==> src/rtl/core/block_gain_rms_meter_macros.svh <==
// Assertion macros for the gain and RMS level meter.
`ifndef BLOCK_GAIN_RMS_METER_MACROS_SVH
`define BLOCK_GAIN_RMS_METER_MACROS_SVH
`ifndef SYNTHESIS
`define BGRM_ASSERT_IMP(lbl, clk, rst_n, ante, cons) \
    lbl: assert property (@(posedge clk) disable iff (!rst_n) (ante) |-> (cons)) \
        else $error("assertion failed");
`define BGRM_ASSERT_NXT(lbl, clk, rst_n, ante, cons) \
    lbl: assert property (@(posedge clk) disable iff (!rst_n) (ante) |=> (cons)) \
        else $error("assertion failed");
`else
`define BGRM_ASSERT_IMP(lbl, clk, rst_n, ante, cons)
`define BGRM_ASSERT_NXT(lbl, clk, rst_n, ante, cons)
`endif
`endif

==> src/rtl/core/bgrm_pkg.sv <==
// Shared types and constants of the gain and RMS level meter.
`default_nettype none
package bgrm_pkg;
    localparam int SAMPLE_W      = 16;
    localparam int GAIN_W        = 16;
    localparam int SUM_W         = 41;
    localparam int SQ_W          = 31;
    localparam int ROOT_W        = 21;
    localparam int DIV_STEPS     = SUM_W;
    localparam int SQRT_STEPS    = ROOT_W;
    localparam int STEP_W        = 6;
    localparam int MAX_BLOCK_DEF = 960;
    localparam int DATA_W        = 32;
    localparam int USER_W        = 2;
    localparam int PADDR_W       = 3;
    localparam int PDATA_W       = 32;

    localparam logic [GAIN_W-1:0] GAIN_RESET = 16'd16384;
    // register index taken from paddr[2]
    localparam logic REG_VOLUME_GAIN = 1'b0;

    typedef enum logic [3:0] {
        ST_IDLE,
        ST_MUL,
        ST_SQR,
        ST_ACC,
        ST_DLOAD,
        ST_DIV,
        ST_SQLOAD,
        ST_SQRT,
        ST_OUT
    } t_state;

    typedef struct packed {
        logic capture;
        logic mul;
        logic sqr;
        logic acc;
        logic div_load;
        logic div_step;
        logic sq_load;
        logic sq_step;
        logic load_out;
    } t_cmd;

    typedef struct packed {
        logic counted;
        logic eob;
        logic count_zero;
        logic out_free;
    } t_sts;
endpackage
`default_nettype wire

==> src/rtl/core/bgrm_regs.sv <==
// APB register file: the volume gain register.
`default_nettype none
module bgrm_regs (
    input  wire logic                          i_clk,
    input  wire logic                          i_rst_n,
    input  wire logic                          i_psel,
    input  wire logic                          i_penable,
    input  wire logic                          i_pwrite,
    input  wire logic [bgrm_pkg::PADDR_W-1:0]  i_paddr,
    input  wire logic [bgrm_pkg::PDATA_W-1:0]  i_pwdata,
    output logic      [bgrm_pkg::PDATA_W-1:0]  o_prdata,
    output logic                               o_pready,
    output logic      [bgrm_pkg::GAIN_W-1:0]   o_gain
);
    logic [bgrm_pkg::GAIN_W-1:0] r_gain;
    logic                        w_sel_gain;

    assign w_sel_gain = (i_paddr[2] == bgrm_pkg::REG_VOLUME_GAIN);
    assign o_pready   = 1'b1;
    assign o_gain     = r_gain;

    always_ff @(posedge i_clk) begin
        if (!i_rst_n) begin
            r_gain <= bgrm_pkg::GAIN_RESET;
        end else if (i_psel && i_penable && i_pwrite && w_sel_gain) begin
            r_gain <= i_pwdata[bgrm_pkg::GAIN_W-1:0];
        end
    end

    always_comb begin
        o_prdata = '0;
        if (w_sel_gain) begin
            o_prdata = {{(bgrm_pkg::PDATA_W-bgrm_pkg::GAIN_W){1'b0}}, r_gain};
        end
    end
endmodule
`default_nettype wire

==> src/rtl/core/bgrm_datapath.sv <==
// Datapath: gain multiply, square-accumulate, restoring divider, digit-wise root.
`default_nettype none
module bgrm_datapath #(
    parameter int MAX_BLOCK = bgrm_pkg::MAX_BLOCK_DEF
) (
    input  wire logic                            i_clk,
    input  wire logic                            i_rst_n,
    input  wire bgrm_pkg::t_cmd                  i_cmd,
    output bgrm_pkg::t_sts                       o_sts,
    input  wire logic signed [bgrm_pkg::SAMPLE_W-1:0] i_sample,
    input  wire logic                            i_eob,
    input  wire logic [bgrm_pkg::GAIN_W-1:0]     i_gain,
    output logic                                 o_out_valid,
    input  wire logic                            i_out_ready,
    output logic [bgrm_pkg::DATA_W-1:0]          o_out_data,
    output logic [bgrm_pkg::USER_W-1:0]          o_out_user
);
    localparam int CNT_W = $clog2(MAX_BLOCK + 1);
    localparam int SW    = bgrm_pkg::SUM_W;
    localparam int RW    = bgrm_pkg::ROOT_W;
    localparam int REM_W = RW + 2;

    // input capture
    logic signed [15:0] r_sample;
    logic               r_eob;
    logic               r_counted;
    // gain and square stages
    logic signed [32:0] r_prod;
    logic signed [15:0] r_scaled;
    logic [bgrm_pkg::SQ_W-1:0] r_square;
    // block state
    logic [SW-1:0]      r_sum;
    logic [CNT_W-1:0]   r_count;
    // divider
    logic [SW-1:0]      r_quo;
    logic [CNT_W-1:0]   r_divisor;
    logic [CNT_W-1:0]   r_rem;
    // square root
    logic [SW:0]        r_val;
    logic [REM_W-1:0]   r_srem;
    logic [RW-1:0]      r_root;
    // output register
    logic               r_out_valid;
    logic [bgrm_pkg::DATA_W-1:0] r_out_data;
    logic [bgrm_pkg::USER_W-1:0] r_out_user;

    logic signed [32:0] w_prod;
    logic signed [33:0] w_rnd;
    logic signed [19:0] w_q;
    logic signed [15:0] w_scaled;
    logic [15:0]        w_mag;
    logic [31:0]        w_sq;
    logic [SW:0]        w_sum_ext;
    logic [CNT_W:0]     w_dsh;
    logic [CNT_W:0]     w_ddiff;
    logic               w_dge;
    logic [REM_W+1:0]   w_ssh;
    logic [REM_W+1:0]   w_trial;
    logic [REM_W+1:0]   w_sdiff;
    logic               w_sge;
    logic [15:0]        w_level;

    assign w_prod = r_sample * $signed({1'b0, i_gain});

    // round half up, floor shift by 14, saturate to Q1.15
    assign w_rnd = {r_prod[32], r_prod} + 34'sd8192;
    assign w_q   = w_rnd[33:14];
    always_comb begin
        if (w_q > 20'sd32767) begin
            w_scaled = 16'sh7fff;
        end else if (w_q < -20'sd32768) begin
            w_scaled = 16'sh8000;
        end else begin
            w_scaled = w_q[15:0];
        end
    end
    assign w_mag = w_scaled[15] ? 16'(-w_scaled) : w_scaled;
    assign w_sq  = w_mag * w_mag;

    assign w_sum_ext = {1'b0, r_sum} + {{(SW+1-bgrm_pkg::SQ_W){1'b0}}, r_square};

    assign w_dsh   = {r_rem, r_quo[SW-1]};
    assign w_ddiff = w_dsh - {1'b0, r_divisor};
    assign w_dge   = (w_dsh >= {1'b0, r_divisor});

    assign w_ssh   = {r_srem, r_val[SW:SW-1]};
    assign w_trial = {{(REM_W+2-RW-2){1'b0}}, r_root, 2'b01};
    assign w_sdiff = w_ssh - w_trial;
    assign w_sge   = (w_ssh >= w_trial);

    assign w_level = (r_root[RW-1:16] != '0) ? 16'hffff : r_root[15:0];

    assign o_sts.counted    = r_counted;
    assign o_sts.eob        = r_eob;
    assign o_sts.count_zero = (r_count == '0);
    assign o_sts.out_free   = !r_out_valid || i_out_ready;

    assign o_out_valid = r_out_valid;
    assign o_out_data  = r_out_data;
    assign o_out_user  = r_out_user;

    // block state and output valid
    always_ff @(posedge i_clk) begin
        if (!i_rst_n) begin
            r_sum       <= '0;
            r_count     <= '0;
            r_out_valid <= 1'b0;
        end else begin
            if (i_cmd.acc && r_counted) begin
                r_sum   <= w_sum_ext[SW] ? {SW{1'b1}} : w_sum_ext[SW-1:0];
                r_count <= r_count + CNT_W'(1);
            end else if (i_cmd.div_load) begin
                r_sum   <= '0;
                r_count <= '0;
            end
            if (i_cmd.load_out) begin
                r_out_valid <= 1'b1;
            end else if (i_out_ready) begin
                r_out_valid <= 1'b0;
            end
        end
    end

    // payload
    always_ff @(posedge i_clk) begin
        if (i_cmd.capture) begin
            r_sample  <= i_sample;
            r_eob     <= i_eob;
            r_counted <= (r_count < CNT_W'(MAX_BLOCK));
        end
        if (i_cmd.mul) begin
            r_prod <= w_prod;
        end
        if (i_cmd.sqr) begin
            r_scaled <= w_scaled;
            r_square <= w_sq[bgrm_pkg::SQ_W-1:0];
        end
        if (i_cmd.div_load) begin
            r_quo     <= r_sum;
            r_divisor <= r_count;
            r_rem     <= '0;
            r_root    <= '0;
        end else if (i_cmd.div_step) begin
            r_quo <= {r_quo[SW-2:0], w_dge};
            r_rem <= w_dge ? w_ddiff[CNT_W-1:0] : w_dsh[CNT_W-1:0];
        end
        if (i_cmd.sq_load) begin
            r_val  <= {1'b0, r_quo};
            r_srem <= '0;
            r_root <= '0;
        end else if (i_cmd.sq_step) begin
            r_val  <= {r_val[SW-2:0], 2'b00};
            r_srem <= w_sge ? w_sdiff[REM_W-1:0] : w_ssh[REM_W-1:0];
            r_root <= {r_root[RW-2:0], w_sge};
        end
        if (i_cmd.load_out) begin
            r_out_data <= {(r_eob ? w_level : 16'd0),
                           (r_counted ? r_scaled : 16'sd0)};
            r_out_user <= {r_eob, r_counted};
        end
    end
endmodule
`default_nettype wire

==> src/rtl/core/bgrm_ctrl.sv <==
// Controller: sequences one sample through the datapath.
`default_nettype none
`include "block_gain_rms_meter_macros.svh"
module bgrm_ctrl (
    input  wire logic            i_clk,
    input  wire logic            i_rst_n,
    input  wire logic            i_in_valid,
    output logic                 o_in_ready,
    input  wire bgrm_pkg::t_sts  i_sts,
    output bgrm_pkg::t_cmd       o_cmd
);
    bgrm_pkg::t_state r_state;
    bgrm_pkg::t_state n_state;
    logic [bgrm_pkg::STEP_W-1:0] r_step;
    logic [bgrm_pkg::STEP_W-1:0] n_step;

    always_ff @(posedge i_clk) begin
        if (!i_rst_n) begin
            r_state <= bgrm_pkg::ST_IDLE;
            r_step  <= '0;
        end else begin
            r_state <= n_state;
            r_step  <= n_step;
        end
    end

    // next state
    always_comb begin
        n_state = r_state;
        n_step  = '0;
        case (r_state)
            bgrm_pkg::ST_IDLE: begin
                if (i_in_valid) begin
                    n_state = bgrm_pkg::ST_MUL;
                end
            end
            bgrm_pkg::ST_MUL: begin
                n_state = bgrm_pkg::ST_SQR;
            end
            bgrm_pkg::ST_SQR: begin
                n_state = bgrm_pkg::ST_ACC;
            end
            bgrm_pkg::ST_ACC: begin
                if (i_sts.eob) begin
                    n_state = bgrm_pkg::ST_DLOAD;
                end else if (i_sts.counted) begin
                    n_state = bgrm_pkg::ST_OUT;
                end else begin
                    n_state = bgrm_pkg::ST_IDLE;
                end
            end
            bgrm_pkg::ST_DLOAD: begin
                n_state = i_sts.count_zero ? bgrm_pkg::ST_OUT : bgrm_pkg::ST_DIV;
            end
            bgrm_pkg::ST_DIV: begin
                if (r_step == bgrm_pkg::STEP_W'(bgrm_pkg::DIV_STEPS - 1)) begin
                    n_state = bgrm_pkg::ST_SQLOAD;
                end else begin
                    n_step = r_step + 1'b1;
                end
            end
            bgrm_pkg::ST_SQLOAD: begin
                n_state = bgrm_pkg::ST_SQRT;
            end
            bgrm_pkg::ST_SQRT: begin
                if (r_step == bgrm_pkg::STEP_W'(bgrm_pkg::SQRT_STEPS - 1)) begin
                    n_state = bgrm_pkg::ST_OUT;
                end else begin
                    n_step = r_step + 1'b1;
                end
            end
            bgrm_pkg::ST_OUT: begin
                if (i_sts.out_free) begin
                    n_state = bgrm_pkg::ST_IDLE;
                end
            end
            default: begin
                n_state = bgrm_pkg::ST_IDLE;
            end
        endcase
    end

    // commands
    always_comb begin
        o_cmd      = '0;
        o_in_ready = 1'b0;
        case (r_state)
            bgrm_pkg::ST_IDLE: begin
                o_in_ready    = 1'b1;
                o_cmd.capture = i_in_valid;
            end
            bgrm_pkg::ST_MUL:    o_cmd.mul      = 1'b1;
            bgrm_pkg::ST_SQR:    o_cmd.sqr      = 1'b1;
            bgrm_pkg::ST_ACC:    o_cmd.acc      = 1'b1;
            bgrm_pkg::ST_DLOAD:  o_cmd.div_load = 1'b1;
            bgrm_pkg::ST_DIV:    o_cmd.div_step = 1'b1;
            bgrm_pkg::ST_SQLOAD: o_cmd.sq_load  = 1'b1;
            bgrm_pkg::ST_SQRT:   o_cmd.sq_step  = 1'b1;
            bgrm_pkg::ST_OUT:    o_cmd.load_out = i_sts.out_free;
            default: begin
                o_cmd = '0;
            end
        endcase
    end

    `BGRM_ASSERT_IMP(a_div_range, i_clk, i_rst_n, r_state == bgrm_pkg::ST_DIV, r_step < bgrm_pkg::STEP_W'(bgrm_pkg::DIV_STEPS))
    `BGRM_ASSERT_IMP(a_sqrt_range, i_clk, i_rst_n, r_state == bgrm_pkg::ST_SQRT, r_step < bgrm_pkg::STEP_W'(bgrm_pkg::SQRT_STEPS))
    `BGRM_ASSERT_IMP(a_load_free, i_clk, i_rst_n, o_cmd.load_out, i_sts.out_free)
    `BGRM_ASSERT_NXT(a_capture_mul, i_clk, i_rst_n, o_cmd.capture, r_state == bgrm_pkg::ST_MUL)
    `BGRM_ASSERT_NXT(a_root_done, i_clk, i_rst_n, (r_state == bgrm_pkg::ST_SQRT) && (r_step == bgrm_pkg::STEP_W'(bgrm_pkg::SQRT_STEPS - 1)), r_state == bgrm_pkg::ST_OUT)
endmodule
`default_nettype wire

==> src/rtl/core/block_gain_rms_meter.sv <==
// Gain stage with per-block RMS level meter: top level.
// Input stream: s_axis_tdata[15:0] carries a signed Q1.15 sample, s_axis_tlast marks
// the last sample of a block. Output stream: m_axis_tdata holds the scaled sample
// (low half, 0 when not counted) and the block level (high half, 0 except on the
// block's last beat); m_axis_tuser[0] flags a counted sample, [1] a valid level.
// The gain register (Q2.14, unity 16384) sits at APB address 0; write it only idle.
// One sample at a time: s_axis_tready is high only while the controller is idle.
// From acceptance, a mid-block sample goes through capture, multiply, square,
// accumulate and output load before the next beat can be taken; its result is in
// the output register after the output load. A last sample adds a divider load,
// a one-bit-per-cycle divider for sum/count, a root load and a digit-by-digit
// square root before the output load. Samples past the block limit are
// dropped; without tlast they produce no output beat.
// Reset clears the gain to unity, the accumulator, the count and the output valid.
// A stalled m_axis_tready holds the output beat; the block still accepts the next
// sample and works on it, waiting only when its own result is ready to load.
`default_nettype none
module block_gain_rms_meter #(
    parameter int MAX_BLOCK = bgrm_pkg::MAX_BLOCK_DEF
) (
    input  wire logic                           i_clk,
    input  wire logic                           i_rst_n,
    // APB configuration
    input  wire logic                           psel,
    input  wire logic                           penable,
    input  wire logic                           pwrite,
    input  wire logic [bgrm_pkg::PADDR_W-1:0]   paddr,
    input  wire logic [bgrm_pkg::PDATA_W-1:0]   pwdata,
    output logic      [bgrm_pkg::PDATA_W-1:0]   prdata,
    output logic                                pready,
    // sample in
    input  wire logic                           s_axis_tvalid,
    output logic                                s_axis_tready,
    input  wire logic [15:0]                    s_axis_tdata,  // [15:0] sample_in
    input  wire logic                           s_axis_tlast,  // end_of_block
    // result out
    output logic                                m_axis_tvalid,
    input  wire logic                           m_axis_tready,
    output logic [bgrm_pkg::DATA_W-1:0]         m_axis_tdata,  // [15:0] scaled_sample,
                                                               // [31:16] block_level
    output logic [bgrm_pkg::USER_W-1:0]         m_axis_tuser   // [0] sample_valid,
                                                               // [1] level_valid
);
    bgrm_pkg::t_cmd              w_cmd;
    bgrm_pkg::t_sts              w_sts;
    logic [bgrm_pkg::GAIN_W-1:0] w_gain;

    bgrm_regs u_regs (
        .i_clk     (i_clk),
        .i_rst_n   (i_rst_n),
        .i_psel    (psel),
        .i_penable (penable),
        .i_pwrite  (pwrite),
        .i_paddr   (paddr),
        .i_pwdata  (pwdata),
        .o_prdata  (prdata),
        .o_pready  (pready),
        .o_gain    (w_gain)
    );

    bgrm_ctrl u_ctrl (
        .i_clk      (i_clk),
        .i_rst_n    (i_rst_n),
        .i_in_valid (s_axis_tvalid),
        .o_in_ready (s_axis_tready),
        .i_sts      (w_sts),
        .o_cmd      (w_cmd)
    );

    bgrm_datapath #(
        .MAX_BLOCK (MAX_BLOCK)
    ) u_datapath (
        .i_clk       (i_clk),
        .i_rst_n     (i_rst_n),
        .i_cmd       (w_cmd),
        .o_sts       (w_sts),
        .i_sample    ($signed(s_axis_tdata)),
        .i_eob       (s_axis_tlast),
        .i_gain      (w_gain),
        .o_out_valid (m_axis_tvalid),
        .i_out_ready (m_axis_tready),
        .o_out_data  (m_axis_tdata),
        .o_out_user  (m_axis_tuser)
    );
endmodule
`default_nettype wire
==> config.mk <==
export PLATFORM = sky130hd
export DESIGN_NAME = block_gain_rms_meter
export DESIGN_NICKNAME = d
export VERILOG_FILES = /design/src/rtl/core/bgrm_pkg.sv /design/src/rtl/core/bgrm_regs.sv /design/src/rtl/core/bgrm_datapath.sv /design/src/rtl/core/bgrm_ctrl.sv /design/src/rtl/core/block_gain_rms_meter.sv
export VERILOG_INCLUDE_DIRS = /design/src /design/src/rtl/core
export SDC_FILE = /design/constraint.sdc
export NUM_CORES = 2
export LEC_CHECK = 0
export ABC_AREA = 1
export BUFFER_PORTS_ARGS = -buffer_cell sky130_fd_sc_hd__clkbuf_2
export CAP_MARGIN = 20
export CORE_ASPECT_RATIO = 1.75
export CORE_MARGIN = 5
export CORE_UTILIZATION = 40
export DETAILED_ROUTE_END_ITERATION = 12
export MAX_ROUTING_LAYER = met4
export PLACE_DENSITY_LB_ADDON = 0.12
export SYNTH_ARGS = -nofsm -noshare
export SYNTH_HDL_FRONTEND = slang
export SYNTH_HIERARCHICAL = 1
export SYNTH_SLANG_ARGS = --single-unit
==> constraint.sdc <==
create_clock -name i_clk -period 8.45 [get_ports i_clk]
set_clock_uncertainty 0.15 [all_clocks]
set_input_delay 1.2675 -clock i_clk [delete_from_list [all_inputs] [get_ports i_clk]]
set_output_delay 1.2675 -clock i_clk [all_outputs]
set_load 0.05 [all_outputs]
* After elaboration in Yosys (flattened, before gate mapping) *
Index checks and enable logic that the tools add are counted.

word-level totals
  logic and storage cells = 107
  bits in registers = 357

cells by class
  bitwise logic cells = 1
  $mul = 2
  reductions and logical operators = 15
  add/subtract/negate cells = 7
  muxes and demuxes = 41
  $lt $le $gt $ge = 5
  equal/unequal tests = 14

operators by type and width
  kind                    count
  $mux 41                 7
  $mux 16                 5
  $add 41x31->42          1
  $mux 21                 2
  $pmux 4 s9              1
  $add 33x15->34 const B  1
  $mul 16x17->33          1
  $mul 16x16->31          1
  $mux 10                 3
  $mux 4                  7
  $ge 25x23->1            1
  $mux 23                 1
  $sub 23x23->23          1
  $gt 20x16->1 const B    1
  $lt 20x16->1 const B    1
  $eq 4x3->1 const B      4
  $neg 16->16             1
  $mux 1                  12
  $mux 6                  2
  $pmux 6 s2              1
  $ge 11x10->1            1
  $add 10x1->10 const B   1
  $logic_not 10->1        1
  $lt 10x10->1 const B    1
  17 further kinds        27

* Longest topological paths before layout *
  depth in word-level cells = 7
  depth in mapped cells = 50

* Cells and area by module *
The synthesis kept the hierarchy.

modules (own cells, without submodules)
  module         cells an instance  times used  area an instance (µm²)
  bgrm_datapath  3864               1           32212.1
  bgrm_regs      159                1           1052.3
  bgrm_ctrl      101                1           618.1

* Least setup slack after synthesis *
OpenSTA, ideal clock, no wires.

  kind = register to register
  from = register u_datapath.r_prod[13]
  to = register u_datapath/r_square[26] (netlist bit), data pin
  data required time = 8.048 ns
  library setup time = 0.252 ns
  setup slack = 0.062 ns
  arrival time = 7.986 ns
  stages on the path, launching flop included = 40
  cells stage by stage = edfxtp_1 -> ha_1 -> nand2_2 -> nor2_4 -> nand4_1 -> nor2_1 -> a21oi_2 -> inv_2 -> nand2_4 -> a21oi_4 -> inv_2 -> clkbuf_1 -> ha_1 -> o21ai_0 -> buf_2 -> nor2_1 -> fa_1 -> inv_1 -> [... 4 more ...] -> fa_1 -> inv_1 -> fa_1 -> inv_1 -> fa_1 -> inv_1 -> ha_1 -> a21oi_1 -> a21boi_0 -> o21ai_0 -> a21boi_0 -> o21ai_0 -> nand2_1 -> nand2_1 -> nand2_1 -> nand2_1 -> nand2_1 -> nand2_1

on the way
  cells in the longest elaborated chain, start to end = 7
  elaborated cells on any way between the ends = 8
  those cells by class = add/sub: 2; mul: 1; order compare: 2; mux: 3

ends and longest elaborated chain
  element                        RTL line              text
  from (decl)                    bgrm_datapath.sv:28   logic signed [32:0] r_prod;
  from (signal assigned)         bgrm_datapath.sv:132  r_prod <= w_prod;
  $add 33x15->34 *               bgrm_datapath.sv:66   assign w_rnd = {r_prod[32], r_prod} + 34'sd8192;
  $lt 20x16->1                   bgrm_datapath.sv:71   end else if (w_q < -20'sd32768) begin
  $mux 16                        bgrm_datapath.sv:71
  $mux 16 *                      bgrm_datapath.sv:69   if (w_q > 20'sd32767) begin
  $neg 16->16                    bgrm_datapath.sv:77   assign w_mag = w_scaled[15] ? 16'(-w_scaled) : w_scaled;
  $mux 16 *                      bgrm_datapath.sv:77
  named net u_datapath.w_mag[0]  bgrm_datapath.sv:51   logic [15:0] w_mag;
  $mul 16x16->31 *               bgrm_datapath.sv:78   assign w_sq = w_mag * w_mag;
  named net u_datapath.w_sq[26]  bgrm_datapath.sv:52   logic [31:0] w_sq;
  to (signal assigned)           bgrm_datapath.sv:136  r_square <= w_sq[bgrm_pkg::SQ_W-1:0];
  to (decl)                      bgrm_datapath.sv:30   logic [bgrm_pkg::SQ_W-1:0] r_square;

The timed path passes the listed nets; every way through them passes the cells marked *.
A chain may end at the register's enable or synchronous reset.

* Final worst setup path *
  from = register u_datapath.r_prod[14]
  to = register u_datapath/r_square[29] (netlist bit), data pin

on the way
  cells in the longest elaborated chain, start to end = 7
  elaborated cells on any way between the ends = 8
  those cells by class = add/sub: 2; mul: 1; order compare: 2; mux: 3

ends and longest elaborated chain
  element                           RTL line             text
  $add 33x15->34 *                  bgrm_datapath.sv:66
  $lt 20x16->1                      bgrm_datapath.sv:71
  $mux 16                           bgrm_datapath.sv:71
  $mux 16 *                         bgrm_datapath.sv:69
  named net u_datapath.w_scaled[5]  bgrm_datapath.sv:50  logic signed [15:0] w_scaled;
  $neg 16->16                       bgrm_datapath.sv:77
  $mux 16 *                         bgrm_datapath.sv:77
  $mul 16x16->31 *                  bgrm_datapath.sv:78
  named net u_datapath.w_sq[29]     bgrm_datapath.sv:52

Marked as above.

==> results.yml <==
yosys:
  yosys-top-cells-area: "fa_1 (21%), edfxtp_1 (19%), nand2_1 (11%), ha_1 (10%), inv_1 (9.6%)"
  yosys_register_bits: 342
  synthDistinctLibCells: 64
  syn_avg_cell_area_um2: 8.22
  synth_top_area_cell: "fa_1"
  yosys_most_used_dff: "edfxtp_1"
  synth_edf_count: 209
  postSynthCellCount: 4124
  synth_warnings: 6
  netlist.area_leader.share_pct: 21.2
  synthArstFlopShare_pct: 0
  syn_area_mm2: 0.0339
  ys_seq_area_share_pct: 26.4
hold_path:
  hold_depth: 0
  min_from: "u_datapath/r_count[5]"
  hold_path_class: "flop to flop"
floorplanning:
  die_h_um: 395
  io_pins: 128
  start_util_pct: 40.2
  num_rows: 141
  die_w_um: 230
  die_area_mm2: 0.0909
  core-area_mm2: 0.0843
sta:
  max_freq_mhz: 123
  tightest_slew_ns: 1.05
  finalCriticalPeriod_ns: 8.15
  slew_headroom_pct: 30.1
  setup_viol: 0
  slew_violations: 0
  hold_viol: 0
  period_share_pct: 96.5
  layout_setup_ws_ns: 0.298
worst_setup_path:
  cp_max_fo: 10
  cp.depth: 42
  critPathMaxStageDelay_ns: 0.55
  crit_start: "u_datapath/r_prod[14]"
  crit_path_start_kind: "flop"
  cp_num_buf_inv: 12
  path_delay_family: "adder cells"
  cpMostUsedCell: "fa_1"
  endpoint_kind: "flop"
  crit_type: "flop to flop"
  crit_arrival_ns: 8.31
  ff2ff_path_depth: 42
  worstReg2RegStart: "u_datapath/r_prod[14]"
  crit_required_ns: 8.61
  cp_slowest_cell: "fa_1"
detailed_routing:
  viasPerCell: 4.90
  drt-initial-drc-count: 913
  vias: 26900
  ant_nets: 0
  avgRoutedWirePerCell_um: 16.8
  drcViolationCount: 0
  wl_um: 92200
  dr.pass1.iters: 5
cells_and_area:
  layout-drive-gt1-share_pct: 14.2
  fill_cells: 8576
  fin_nets: 5080
  diodes: 0
  layout_common_cells: "nand2_1 (939), inv_1 (850), fa_1 (355)"
  syn2layout_area_growth_pct: 15.5
  final_common_cell: "nand2_1"
grt:
  grt_overflow: 0
  grt_pass1_wl_um: 147000
  antenna_found_initial: 0
  groute.usage.overall_pct: 20.8
  grt_pass1_vias: 28600
  grt_max_degree: 54
clocking:
  clkSinkCount: 342
  clock_path_buffers: 3
  ctsRootBufferMaster: "clkbuf_16"
  cts_tree: "done"
  cts_max_level: 2
  insertion_delay_ns: 0.58
  clk_pin_slew_ns: 0.07
  cts.hold.buffers_added: 0
  cts_buffers: 38
placed_design:
  gp_congestion: 0.963
  dp_hpwl_um: 75200
  portBuffers: 92
  dp_slack_ns: -0.591
status:
  status: "complete, no violations"
run:
  drv_cap: 0
-- path summary, 6_finish.rpt --
kind,slack [ns],endpoint
max,0.30,u_datapath/r_square[29]
min,0.31,u_datapath/r_divisor[5]
max reg2reg,0.30,u_datapath/r_square[29]
min reg2reg,0.31,u_datapath/r_divisor[5]
-- metal layers --
metal | vias up | track usage [%] | share of wire [%]
li1 | 13300 | - | -
met1 | 13000 | 19.3 | 34
met2 | 403 | 42.1 | 58
met3 | 195 | 1.92 | 2.5
met4 | 0 | 9.40 | 5.6
met5 | - | - | 0
-- flip-flops by register name (all words and copies together), names as in the netlist, 16 cells and up --
signal	count
u_datapath/r_prod	20
u_datapath/r_scaled	16
u_datapath/r_sample	16
u_regs/o_gain	16
u_datapath/r_srem	23
u_datapath/r_val	42
u_datapath/o_out_data	32
u_datapath/r_sum	41
u_datapath/r_root	21
u_datapath/r_square	29
u_datapath/r_quo	41
-- cell usage after synthesis, types with 5 or more instances --
master	count
nor2_2	26
nor4_1	13
nand2_1	959
buf_6	6
nand3_1	108
o211ai_1	15
a21oi_1	211
clkbuf_1	109
inv_2	18
nand2_2	16
a22o_1	7
o32ai_1	25
a21boi_0	5
inv_1	864
edfxtp_1	209
nand3_2	5
fa_1	359
nand2_4	9
ha_1	282
nor2_1	265
nor3_1	26
xor2_1	82
buf_4	22
a31oi_1	12
buf_2	6
a21o_1	6
nand4_1	20
dfxtp_1	133
or2_2	17
o31ai_1	6
nor2_4	14
o21a_1	11
xnor2_1	43
o21ai_0	150
o22ai_1	11
-- worst register-to-register path, delay by kind of cell, from the launching register on --
kind	cells	cell delay, ns
AND/OR/NAND/NOR	15	1.54
buffers and inverters	12	1.34
AO/OA/AOI/OAI	6	0.78
XOR/XNOR	1	0.11
adder cells (fa/ha/maj)	8	3.55
flip-flops	1	0.39
-- final cells by class --
cell class              instances  area, µm²  share of cell area, %
clock inverters                18        308                  0.786
clock buffers                  52       1040                   2.67
inverters                     887       3350                   8.56
flip-flops and latches        342       8940                   22.8
multi-input cells            2770      21600                   55.1
well taps                    1072       1340                   3.43
repair buffers                341       2580                   6.58
-- kinds of logic (layout without fill, tap and decap cells) --
logic type               Yosys count  count (layout)  synth area share (%)
adder cells (fa/ha/maj)          641             641                  31.6
AND/OR/NAND/NOR                 1491            1491                  18.5
buffers and inverters           1036            1298                  12.0
XOR/XNOR                         126             126                  3.31
AO/OA/AOI/OAI                    484             484                  8.19
other                              4              28                0.0443
flip-flops                       342             342                  26.4
-- per-stage QoR --
stage	cells	area, µm²	TNS, ns	hold slack (ns)	utilization (%)
6_report	5482	39100	0	0.312	46.4
4_1_cts	5464	38300	0	0.319	45.5
5_1_grt	5482	39100	-0.206	0.333	46.4
3_5_place_dp	5393	36900	-3.37	0.302	43.8
2_1_floorplan	4148	34000	0	0.272	-
3_3_place_gp	5392	36900	-2.63	0.290	43.7
-- what timing repair did --
action                                  in CTS  in global routing
endpoints found under the setup margin      12                 16
pin swaps                                    6                 91
resized for setup                           19                150
buffers inserted                             1                 16
cloned                                       0                  2
Power is left out: the tool's default activity adds up to more than one toggle a clock period on the data nets, which glitch-free logic cannot reach.
